**config.mk**
```make
export PLATFORM = sky130hd
export DESIGN_NAME = palette_special_color_finder
export DESIGN_NICKNAME = d
export VERILOG_FILES = /design/src/hw/rtl/pscf_pkg.sv /design/src/hw/rtl/palette_special_color_finder.sv
export SDC_FILE = /design/constraint.sdc
export NUM_CORES = 1
export LEC_CHECK = 0
export ABC_AREA = 0
export BUFFER_PORTS_ARGS = -buffer_cell sky130_fd_sc_hd__buf_2
export CAP_MARGIN = 20
export CORE_MARGIN = 2
export CORE_UTILIZATION = 50
export DETAILED_ROUTE_END_ITERATION = 7
export PLACE_DENSITY = 0.72
export SKIP_CTS_REPAIR_TIMING = 1
export SLEW_MARGIN = 20
export SYNTH_ARGS = -nofsm -noshare
export SYNTH_HDL_FRONTEND = slang
export SYNTH_SLANG_ARGS = --single-unit
```
**constraint.sdc**
```tcl
create_clock -name clk -period 16.45 [get_ports clk]
set_input_delay 1.645 -clock clk [delete_from_list [all_inputs] [get_ports clk]]
set_output_delay 1.645 -clock clk [all_outputs]
set_load 0.02 [all_outputs]
```
**src/hw/rtl/pscf_pkg.sv**
```systemverilog
// ----------------------------------------------------------------------------
// pscf_pkg
// Shared widths and constants for the palette special color finder.
// ----------------------------------------------------------------------------
package pscf_pkg;

	localparam int GUN_BITS    = 6;
	localparam int INDEX_BITS  = 8;
	localparam int BRT_BITS    = 8;
	localparam int SIZE_BITS   = 9;
	localparam int MAX_ENTRIES = 256;

	localparam logic [BRT_BITS-1:0] MEDIUM_LOW  = BRT_BITS'(80);
	localparam logic [BRT_BITS-1:0] MEDIUM_HIGH = BRT_BITS'(150);
	localparam logic [BRT_BITS-1:0] MIN_BRT_RESET = BRT_BITS'(255);

	localparam logic [INDEX_BITS-1:0] DEFAULT_DARK   = INDEX_BITS'(0);
	localparam logic [INDEX_BITS-1:0] DEFAULT_BRIGHT = INDEX_BITS'(15);
	localparam logic [INDEX_BITS-1:0] DEFAULT_MEDIUM = INDEX_BITS'(7);

	// Configuration register indexes.
	localparam logic REG_PALETTE_SIZE = 1'b0;
	localparam logic REG_REAL_PALETTE = 1'b1;

	localparam logic [SIZE_BITS-1:0] SIZE_RESET = SIZE_BITS'(MAX_ENTRIES);
	localparam logic [SIZE_BITS-1:0] SIZE_TWO   = SIZE_BITS'(2);

endpackage

```
**src/hw/rtl/palette_special_color_finder.sv**
```systemverilog
// ----------------------------------------------------------------------------
// palette_special_color_finder
// Scans palette entries and reports the darkest, brightest and medium entry.
// ----------------------------------------------------------------------------
// The block takes one palette entry per cycle. Each accepted item is held in
// an input register and, in the following cycle, compared against the
// running darkest, brightest and medium records; when the item is the last
// of a scan, the three indices are loaded into the result register, which
// drives the output. The only thing that holds the input back is the single
// result register: if a scan ends while the previous result is still
// stalled, the last item waits in the input register until that result is
// taken.
module palette_special_color_finder (
	input  logic                              clk,
	input  logic                              arst_n,
	input  logic                              cfg_we,
	input  logic                              cfg_index,
	input  logic [pscf_pkg::SIZE_BITS-1:0]    cfg_data,
	input  logic                              in_valid,
	output logic                              in_stall,
	input  logic [pscf_pkg::GUN_BITS-1:0]     red,
	input  logic [pscf_pkg::GUN_BITS-1:0]     green,
	input  logic [pscf_pkg::GUN_BITS-1:0]     blue,
	output logic                              out_valid,
	input  logic                              out_stall,
	output logic [pscf_pkg::INDEX_BITS-1:0]   dark_index,
	output logic [pscf_pkg::INDEX_BITS-1:0]   bright_index,
	output logic [pscf_pkg::INDEX_BITS-1:0]   medium_index
);
	import pscf_pkg::*;

	logic [SIZE_BITS-1:0]  palette_size_q;
	logic                  real_palette_q;

	logic                  valid_s1;
	logic [GUN_BITS-1:0]   red_s1, green_s1, blue_s1;

	logic [INDEX_BITS-1:0] entry_count_q;
	logic [BRT_BITS-1:0]   max_brt_q, min_brt_q, best_score_q;
	logic [INDEX_BITS-1:0] dark_q, bright_q, medium_q;

	logic                  out_valid_q;
	logic [INDEX_BITS-1:0] dark_out_q, bright_out_q, medium_out_q;

	logic                  in_accept, out_accept, advance, last_s1, is_medium;
	logic [SIZE_BITS-1:0]  size_eff;
	logic [BRT_BITS-1:0]   brt, score;
	logic [GUN_BITS-1:0]   gun_hi, gun_lo, spread;
	logic [BRT_BITS-1:0]   max_brt_d, min_brt_d, best_score_d;
	logic [INDEX_BITS-1:0] dark_d, bright_d, medium_d;

	always_comb begin
		if (palette_size_q == '0 || palette_size_q > SIZE_RESET) begin
			size_eff = SIZE_RESET;
		end else begin
			size_eff = palette_size_q;
		end
	end

	assign brt = BRT_BITS'(red_s1) + BRT_BITS'(green_s1) + BRT_BITS'(blue_s1);

	always_comb begin
		gun_hi = red_s1;
		gun_lo = red_s1;
		if (green_s1 > gun_hi) gun_hi = green_s1;
		if (green_s1 < gun_lo) gun_lo = green_s1;
		if (blue_s1 > gun_hi) gun_hi = blue_s1;
		if (blue_s1 < gun_lo) gun_lo = blue_s1;
	end

	assign spread    = gun_hi - gun_lo;
	assign score     = brt - BRT_BITS'(spread >> 1);
	assign is_medium = (brt > MEDIUM_LOW) && (brt < MEDIUM_HIGH);
	assign last_s1   = (SIZE_BITS'(entry_count_q) + SIZE_BITS'(1)) >= size_eff;

	// Running records including the entry in the input register.
	always_comb begin
		max_brt_d    = max_brt_q;
		bright_d     = bright_q;
		min_brt_d    = min_brt_q;
		dark_d       = dark_q;
		best_score_d = best_score_q;
		medium_d     = medium_q;
		if (brt > max_brt_q) begin
			max_brt_d = brt;
			bright_d  = entry_count_q;
		end
		if (brt < min_brt_q) begin
			min_brt_d = brt;
			dark_d    = entry_count_q;
		end
		if (is_medium && score > best_score_q) begin
			best_score_d = score;
			medium_d     = entry_count_q;
		end
	end

	assign out_accept = out_valid_q && !out_stall;
	assign advance    = valid_s1 && !(last_s1 && out_valid_q && out_stall);
	assign in_stall   = valid_s1 && !advance;
	assign in_accept  = in_valid && !in_stall;

	always_ff @(posedge clk or negedge arst_n) begin
		if (!arst_n) begin
			palette_size_q <= SIZE_RESET;
			real_palette_q <= 1'b1;
		end else if (cfg_we) begin
			case (cfg_index)
				REG_PALETTE_SIZE: palette_size_q <= cfg_data;
				REG_REAL_PALETTE: real_palette_q <= cfg_data[0];
				default: ;
			endcase
		end
	end

	always_ff @(posedge clk or negedge arst_n) begin
		if (!arst_n) begin
			valid_s1 <= 1'b0;
		end else if (in_accept) begin
			valid_s1 <= 1'b1;
		end else if (advance) begin
			valid_s1 <= 1'b0;
		end
	end

	always_ff @(posedge clk) begin
		if (in_accept) begin
			red_s1   <= red;
			green_s1 <= green;
			blue_s1  <= blue;
		end
	end

	always_ff @(posedge clk or negedge arst_n) begin
		if (!arst_n) begin
			entry_count_q <= '0;
			max_brt_q     <= '0;
			min_brt_q     <= MIN_BRT_RESET;
			best_score_q  <= '0;
			dark_q        <= DEFAULT_DARK;
			bright_q      <= DEFAULT_BRIGHT;
			medium_q      <= DEFAULT_MEDIUM;
		end else if (advance) begin
			if (last_s1) begin
				entry_count_q <= '0;
				max_brt_q     <= '0;
				min_brt_q     <= MIN_BRT_RESET;
				best_score_q  <= '0;
				dark_q        <= DEFAULT_DARK;
				bright_q      <= DEFAULT_BRIGHT;
				medium_q      <= DEFAULT_MEDIUM;
			end else begin
				entry_count_q <= entry_count_q + INDEX_BITS'(1);
				max_brt_q     <= max_brt_d;
				min_brt_q     <= min_brt_d;
				best_score_q  <= best_score_d;
				dark_q        <= dark_d;
				bright_q      <= bright_d;
				medium_q      <= medium_d;
			end
		end
	end

	always_ff @(posedge clk or negedge arst_n) begin
		if (!arst_n) begin
			out_valid_q <= 1'b0;
		end else if (advance && last_s1) begin
			out_valid_q <= 1'b1;
		end else if (out_accept) begin
			out_valid_q <= 1'b0;
		end
	end

	// A two-entry palette always reports 0, 1, 1; otherwise a palette that
	// is not real reports the defaults.
	always_ff @(posedge clk) begin
		if (advance && last_s1) begin
			if (size_eff == SIZE_TWO) begin
				dark_out_q   <= INDEX_BITS'(0);
				bright_out_q <= INDEX_BITS'(1);
				medium_out_q <= INDEX_BITS'(1);
			end else if (!real_palette_q) begin
				dark_out_q   <= DEFAULT_DARK;
				bright_out_q <= DEFAULT_BRIGHT;
				medium_out_q <= DEFAULT_MEDIUM;
			end else begin
				dark_out_q   <= dark_d;
				bright_out_q <= bright_d;
				medium_out_q <= medium_d;
			end
		end
	end

	assign out_valid    = out_valid_q;
	assign dark_index   = dark_out_q;
	assign bright_index = bright_out_q;
	assign medium_index = medium_out_q;

	// A scan that ends while the previous result is stalled must wait.
	assert property (@(posedge clk) disable iff (!arst_n)
		(valid_s1 && last_s1 && out_valid_q && out_stall) |-> in_stall)
		else $error("scan end overran a pending result");

	// Every finished scan starts the next one from entry zero.
	assert property (@(posedge clk) disable iff (!arst_n)
		(advance && last_s1) |=> (entry_count_q == '0 && out_valid_q))
		else $error("scan did not restart after its result");

	// A medium score only exists once an entry brighter than the low bound was seen.
	assert property (@(posedge clk) disable iff (!arst_n)
		(best_score_q != '0) |-> (max_brt_q > MEDIUM_LOW))
		else $error("medium score without a matching bright entry");

endmodule
```
==> impl_metrics.json, run 1 <==
{
  "ctsRootBufferMaster": "clkbuf_16",
  "critical_path_depth": 27,
  "n_fill_cell": 1093,
  "cts_inserted_buffers": 9,
  "path_class": "register to register",
  "peakVddDrop_v": 0.00007715,
  "remaining_drc_errors": 0,
  "synth_top_area_cell": "dfrtp_1",
  "p_switching_uw": 525.4,
  "combPwrFrac": 0.510,
  "clock_latency_ps": 360,
  "synth_flop_cell": "dfrtp_1",
  "yosys_register_bits": 110,
  "insertedDiodeCount": 0,
  "grt_pass1_wl_mm": 23.35,
  "core_sq_um": 13090,
  "finalSetupTns_ps": 0,
  "area_growth_pct": 11.39,
  "cpMostUsedCell": "ha_1",
  "synth_cell_types": 59,
  "syn_area_per_cell_sq_um": 10.97,
  "final_hold_viol_count": 0,
  "dieWidth_um": 119.3,
  "final_core_util": 0.5657,
  "layout-drive-gt1-share": 0.1855,
  "wl_per_cell_um": 16.59,
  "fmax_mhz": 128.5,
  "period_needed_ps": 7782,
  "syn_area_sq_um": 6645,
  "endpoint_kind": "register",
  "r2r_cells": 27,
  "cpLargestDelayFamily": "compound AO/OA/AOI/OAI gates",
  "crit_buf_inv": 1,
  "internal-power_uw": 762.2,
  "synthCells": 606,
  "synth_top_area_frac": 0.1921,
  "chipHeight_um": 119.3,
  "yosys_warnings": 0,
  "io_pins": 59,
  "place_congestion": 0.9001,
  "synth_edf_count": 42,
  "grt_pass1_vias": 4849,
  "fin_skew_ps": 14.56,
  "fin_crit_sh": 0.4731,
  "overflow": 0,
  "clock_path_buffers": 2,
  "path_clk_slew_ps": 80,
  "grt_max_degree": 69,
  "drtIter0Drc": 305,
  "clockPowerShare": 0.167,
  "via_per_inst": 5.611,
  "design_area_sq_um": 7402,
  "drt_pre_antenna_iters": 5,
  "status": "complete, no violations",
  "synth_nets": 713,
  "routed_wl_mm": 13.92,
  "start_util": 0.5078,
  "antenna_found_initial": 0,
  "dieArea_sq_um": 14230,
  "switching_share": 0.4081,
  "rows": 42,
  "multiInputGateArea_sq_um": 3351,
  "final-setup-viol-count": 0,
  "ys_seq_area_frac": 0.4491,
  "hp-class": "register to register",
  "htree_levels": 3,
  "grt_setup_unrepaired": "no",
  "worstPathArrival_ps": 8020,
  "startpoint_type": "register",
  "portBuffers": 58,
  "dp_hpwl_mm": 10.28,
  "slew_headroom": 0.2837,
  "crit_path_max_incr_delay_ps": 740,
  "cts.sinks": 110,
  "vias": 4708,
  "hold-path-cell-count": 2,
  "maxCapViolCount": 0,
  "slew_violations": 0,
  "worstMarginPinSlew_ps": 1072,
  "p_leak_nw": 3.451,
  "cts_tree": "yes",
  "required_ps": 16690,
  "regArea_sq_um": 2984,
  "cp_slowest_cell": "o31ai_2",
  "num-nets-final": 765,
  "dpl_cell_area_sq_um": 7101,
  "p_seq_frac": 0.323,
  "ant_nets": 0,
  "synth_area_leaders": "dfrtp_1 (19%), edfxtp_1 (19%), ha_1 (12%)",
  "track_usage": 0.2072,
  "cp_max_fo": 16,
  "power.density_nw_per_um2": 173.9,
  "async_flop_share": 0.6182
}
-- Yosys cell counts (2+ instances only) --
cell / number
fa_1: 9
dfrtp_1: 51
nand2_1: 25
nand2b_1: 9
ha_1: 65
inv_1: 56
buf_2: 4
nor2b_1: 6
or2_2: 3
a22o_1: 34
o21a_1: 8
nor4_1: 2
xnor2_1: 12
o21bai_1: 2
nand3_1: 10
edfxtp_1: 42
dfstp_2: 17
clkbuf_1: 16
nand4_1: 2
mux2_2: 10
mux2i_1: 35
a22oi_1: 3
and3_1: 3
o21ai_0: 19
a31oi_1: 2
xor2_1: 9
a21o_1: 22
a2bb2oi_1: 3
o22a_1: 3
a21oi_2: 3
nand4b_1: 2
buf_4: 2
nor3_1: 3
a211o_1: 4
a21oi_1: 38
nor2_1: 49
-- tightest hold or removal path, cell delays in order (launching register included) --
cell	delay [ps]
dfstp_2	380
inv_1	50
a2bb2oi_1	60
-- worst paths after layout --
check | startpoint | to | slack [ps]
hold / removal | medium_q[2] | medium_q[2] | 480
setup / recovery | red_s1[5] | best_score_q[7] | 8670
setup reg to reg | red_s1[5] | best_score_q[7] | 8670
min in group asynchronous | arst_n | palette_size_q[2] | 1460
max in group asynchronous | arst_n | best_score_q[2] | 14410
hold reg to reg | medium_q[2] | medium_q[2] | 480
-- metal layers --
layer  routed length (um)  up-vias  track usage  part of all wire
li1                     -     2279            -                 -
met1                 6492     2317       0.2748              0.47
met2                 6678       93       0.3448              0.48
met3                  521       19      0.03784             0.037
met4                  223        0      0.06622             0.016
met5                    0        -            0                 0
-- area by class of cell --
cell class              instances  area share
well taps                     176     0.02975
flip-flops and latches        110      0.4031
clock buffers                   9     0.03043
clock inverters                 7    0.009297
multi-input cells             416      0.4527
repair buffers                 65     0.04632
inverters                      56     0.02840
-- through the flow --
stage               total power, mW  setup slack [ps]  std cells  hold WS [ps]
floorplan                    0.9271              9854        606         439.8
global placement              1.043              8933        823         455.2
detailed placement            1.072              8702        823         469.1
CTS                           1.289              8680        839         480.7
global route                  1.398              8005        839         496.6
finish                        1.288              8668        839         479.8
-- cell families after synthesis --
family / count (synthesis) / share of synthesized area
flops: 110 / 0.4491
simple gates: 120 / 0.08511
compound gates: 155 / 0.1685
fa+ha+maj: 74 / 0.1495
buf+inv: 80 / 0.04820
mux: 46 / 0.07193
xor+xnor: 21 / 0.02768
-- flip-flops by register name (all words and copies together) (netlist names), 6 cells and up --
register and count:
palette_size_q 9, best_score_q 8, bright_index 8, bright_q 8, dark_index 8, dark_q 8, entry_count_q 8, max_brt_q 8
medium_index 8, medium_q 8, min_brt_q 8, blue_s1 6, green_s1 6, red_s1 6
-- power groups by stage --
stage / logic [mW] / clock network, mW / registers [mW]
after floorplan: 0.521 / 0 / 0.407
after global routing: 0.747 / 0.226 / 0.424
after detailed placement: 0.653 / 0 / 0.419
final: 0.657 / 0.215 / 0.416
after CTS: 0.657 / 0.218 / 0.415
after global placement: 0.626 / 0 / 0.417
-- placed cells by master, fill, tap and decap left out, types with 4 or more instances in the layout --
cell type,n
xnor2_1,12
a21o_1,22
edfxtp_1,42
a22o_1,34
nand3_1,10
a21oi_1,38
inv_1,56
buf_2,58
ha_1,65
nor2_1,48
clkbuf_16,9
nand2_1,25
xor2_1,9
fa_1,9
mux2i_1,35
a211o_1,4
dfrtp_1,51
nand2b_1,9
nor2b_1,6
dfstp_2,17
mux2_2,10
buf_4,7
o21ai_0,16
o21a_1,8
Power figures use the tool's default switching activity.
==> inputs of run 2 (changes only) <==
--- a/config.mk
+++ b/config.mk
@@ -11,7 +11,7 @@
 export CORE_MARGIN = 2
 export CORE_UTILIZATION = 50
 export DETAILED_ROUTE_END_ITERATION = 7
-export PLACE_DENSITY = 0.72
+export PLACE_DENSITY = 0.74
 export SKIP_CTS_REPAIR_TIMING = 1
 export SLEW_MARGIN = 20
 export SYNTH_ARGS = -nofsm -noshare
==> constraint.sdc (replaced) <==
create_clock -name clk -period 7.1 [get_ports clk]
set_input_delay 0.71 -clock clk [delete_from_list [all_inputs] [get_ports clk]]
set_output_delay 0.71 -clock clk [all_outputs]
set_load 0.02 [all_outputs]
==> impl_metrics.json, run 2 (synthesis gave the netlist of run 1 again) <==
{
  "slew_headroom": 0.3458,
  "internal-power_mw": 1.837,
  "largest_register": "palette_size_q",
  "cts.sinks": 110,
  "dieWidth_um": 119.3,
  "chipHeight_um": 119.3,
  "place_ws_ps": 33.37,
  "portBuffers": 58,
  "track_usage": 0.2040,
  "layout-drive-gt1-share": 0.2130,
  "cts_inserted_buffers": 9,
  "peakVddDrop_v": 0.0002060,
  "power.density_nw_per_um2": 408.1,
  "clockPowerShare": 0.162,
  "num-nets-final": 778,
  "maxCapViolCount": 0,
  "path_class": "register to register",
  "final_hold_viol_count": 0,
  "fin_skew_ps": 8.878,
  "grt_max_degree": 69,
  "r2r_cells": 29,
  "slew_violations": 0,
  "rows": 42,
  "crit_path_max_incr_delay_ps": 450,
  "use_met2": 0.3290,
  "drt_pre_antenna_iters": 5,
  "met3_usage": 0.03736,
  "hold-path-cell-count": 2,
  "path_clk_slew_ps": 80,
  "dieArea_sq_um": 14230,
  "vias": 4781,
  "cpMostUsedCell": "ha_1",
  "grt_pass1_vias": 4870,
  "status": "complete, no violations",
  "cp_max_fo": 12,
  "fmax_mhz": 149.4,
  "final-setup-viol-count": 0,
  "period_needed_ps": 6695,
  "insertedDiodeCount": 0,
  "cp_slowest_cell": "o41a_1",
  "place_congestion": 0.8638,
  "p_seq_frac": 0.310,
  "grt_pass1_wl_mm": 23.34,
  "switching_share": 0.4066,
  "io_pins": 59,
  "remaining_drc_errors": 0,
  "wl_per_cell_um": 15.96,
  "n_fill_cell": 1080,
  "area_growth_pct": 14.16,
  "required_ps": 7200,
  "worstPathArrival_ps": 6800,
  "clock_path_buffers": 2,
  "routed_wl_mm": 13.60,
  "antenna_found_initial": 0,
  "ant_nets": 0,
  "htree_levels": 3,
  "ctsRootBufferMaster": "clkbuf_16",
  "overflow": 0,
  "combPwrFrac": 0.528,
  "startpoint_type": "register",
  "cts_tree": "yes",
  "drtIter0Drc": 421,
  "final_cell_mix": "ha_1 (64), buf_2 (58), inv_1 (56), dfrtp_1 (51), nor2_1 (47)",
  "p_switching_mw": 1.259,
  "hold-worst-slack_ps": 469.0,
  "worstMarginPinSlew_ps": 977.6,
  "start_util": 0.5078,
  "grt_busiest_layer": "met2",
  "power_mw": 3.096,
  "largest_reg_flops": 9,
  "p_leak_nw": 3.529,
  "endpoint_kind": "register",
  "core_sq_um": 13090,
  "final_common_cell": "ha_1",
  "met1_usage": 0.2785,
  "dp_hpwl_mm": 10.08,
  "fin_crit_sh": 0.9429,
  "via_per_inst": 5.612,
  "hp-class": "register to register",
  "layout_setup_ws_ps": 405.2,
  "clock_latency_ps": 350
}
[run 2: changes by cell type in the layout (fill, tap and decap cells not counted), sizes merged]
cell and delta:
buf +13, clkinv -2, clkinvlp +1, inv +1
[run 2: layer usage]
layer / share of wire / wire, um / vias up
met4: 0.018 / 249 / 0
met3: 0.045 / 614 / 21
met5: 0 / 0 / -
li1: - / - / 2311
met2: 0.48 / 6513 / 117
met1: 0.46 / 6219 / 2332
[run 2: critical path: cells and delay by family, from the launching register on]
family          cells  cell delay, ps
compound gates     13            2490
flops               1             420
xor+xnor            2             380
mux                 3             720
buf+inv             3             440
simple gates        3             460
fa+ha+maj           5            1540
[run 2: final cells by class]
| class | count | area [sq um] | share of cell area |
|---|---|---|---|
| Clock buffer | 9 | 225.2 | 0.02969 |
| Clock inverter | 7 | 76.32 | 0.01006 |
| Inverter | 56 | 210.2 | 0.02771 |
| Multi-Input combinational cell | 416 | 3410 | 0.4494 |
| Sequential cell | 110 | 2984 | 0.3934 |
| Tap cell | 176 | 220.2 | 0.02903 |
| Timing Repair Buffer | 78 | 460.4 | 0.06070 |
[run 2: worst paths after layout]
| check | startpoint | endpoint | slack (ps) |
|---|---|---|---|
| worst max-delay path | red_s1[3] | medium_index[2] | 410 |
| worst min-delay path | medium_q[1] | medium_q[1] | 470 |
| worst max register to register | red_s1[3] | medium_index[2] | 410 |
| worst min register to register | medium_q[1] | medium_q[1] | 470 |
| max in group asynchronous | arst_n | out_valid | 6000 |
| min in group asynchronous | arst_n | dark_q[4] | 530 |
[run 2: metrics by stage]
step                instance area [sq um]    util  setup TNS (ps)  cells
finish                               7586  0.5797               0    852
CTS                                  7458  0.5700          -18.56    846
detailed placement                   7157  0.5470               0    830
floorplan                            6645       -               0    606
global route                         7586  0.5797          -10.63    852
global placement                     7153  0.5467               0    830
[run 2: power groups by stage]
stage	logic [mW]	registers (mW)	clock network, mW
detailed placement	1.56	0.968	0
finish	1.64	0.960	0.500
global placement	1.48	0.962	0
CTS	1.57	0.957	0.511
global route	1.84	0.980	0.533
floorplan	1.21	0.942	0
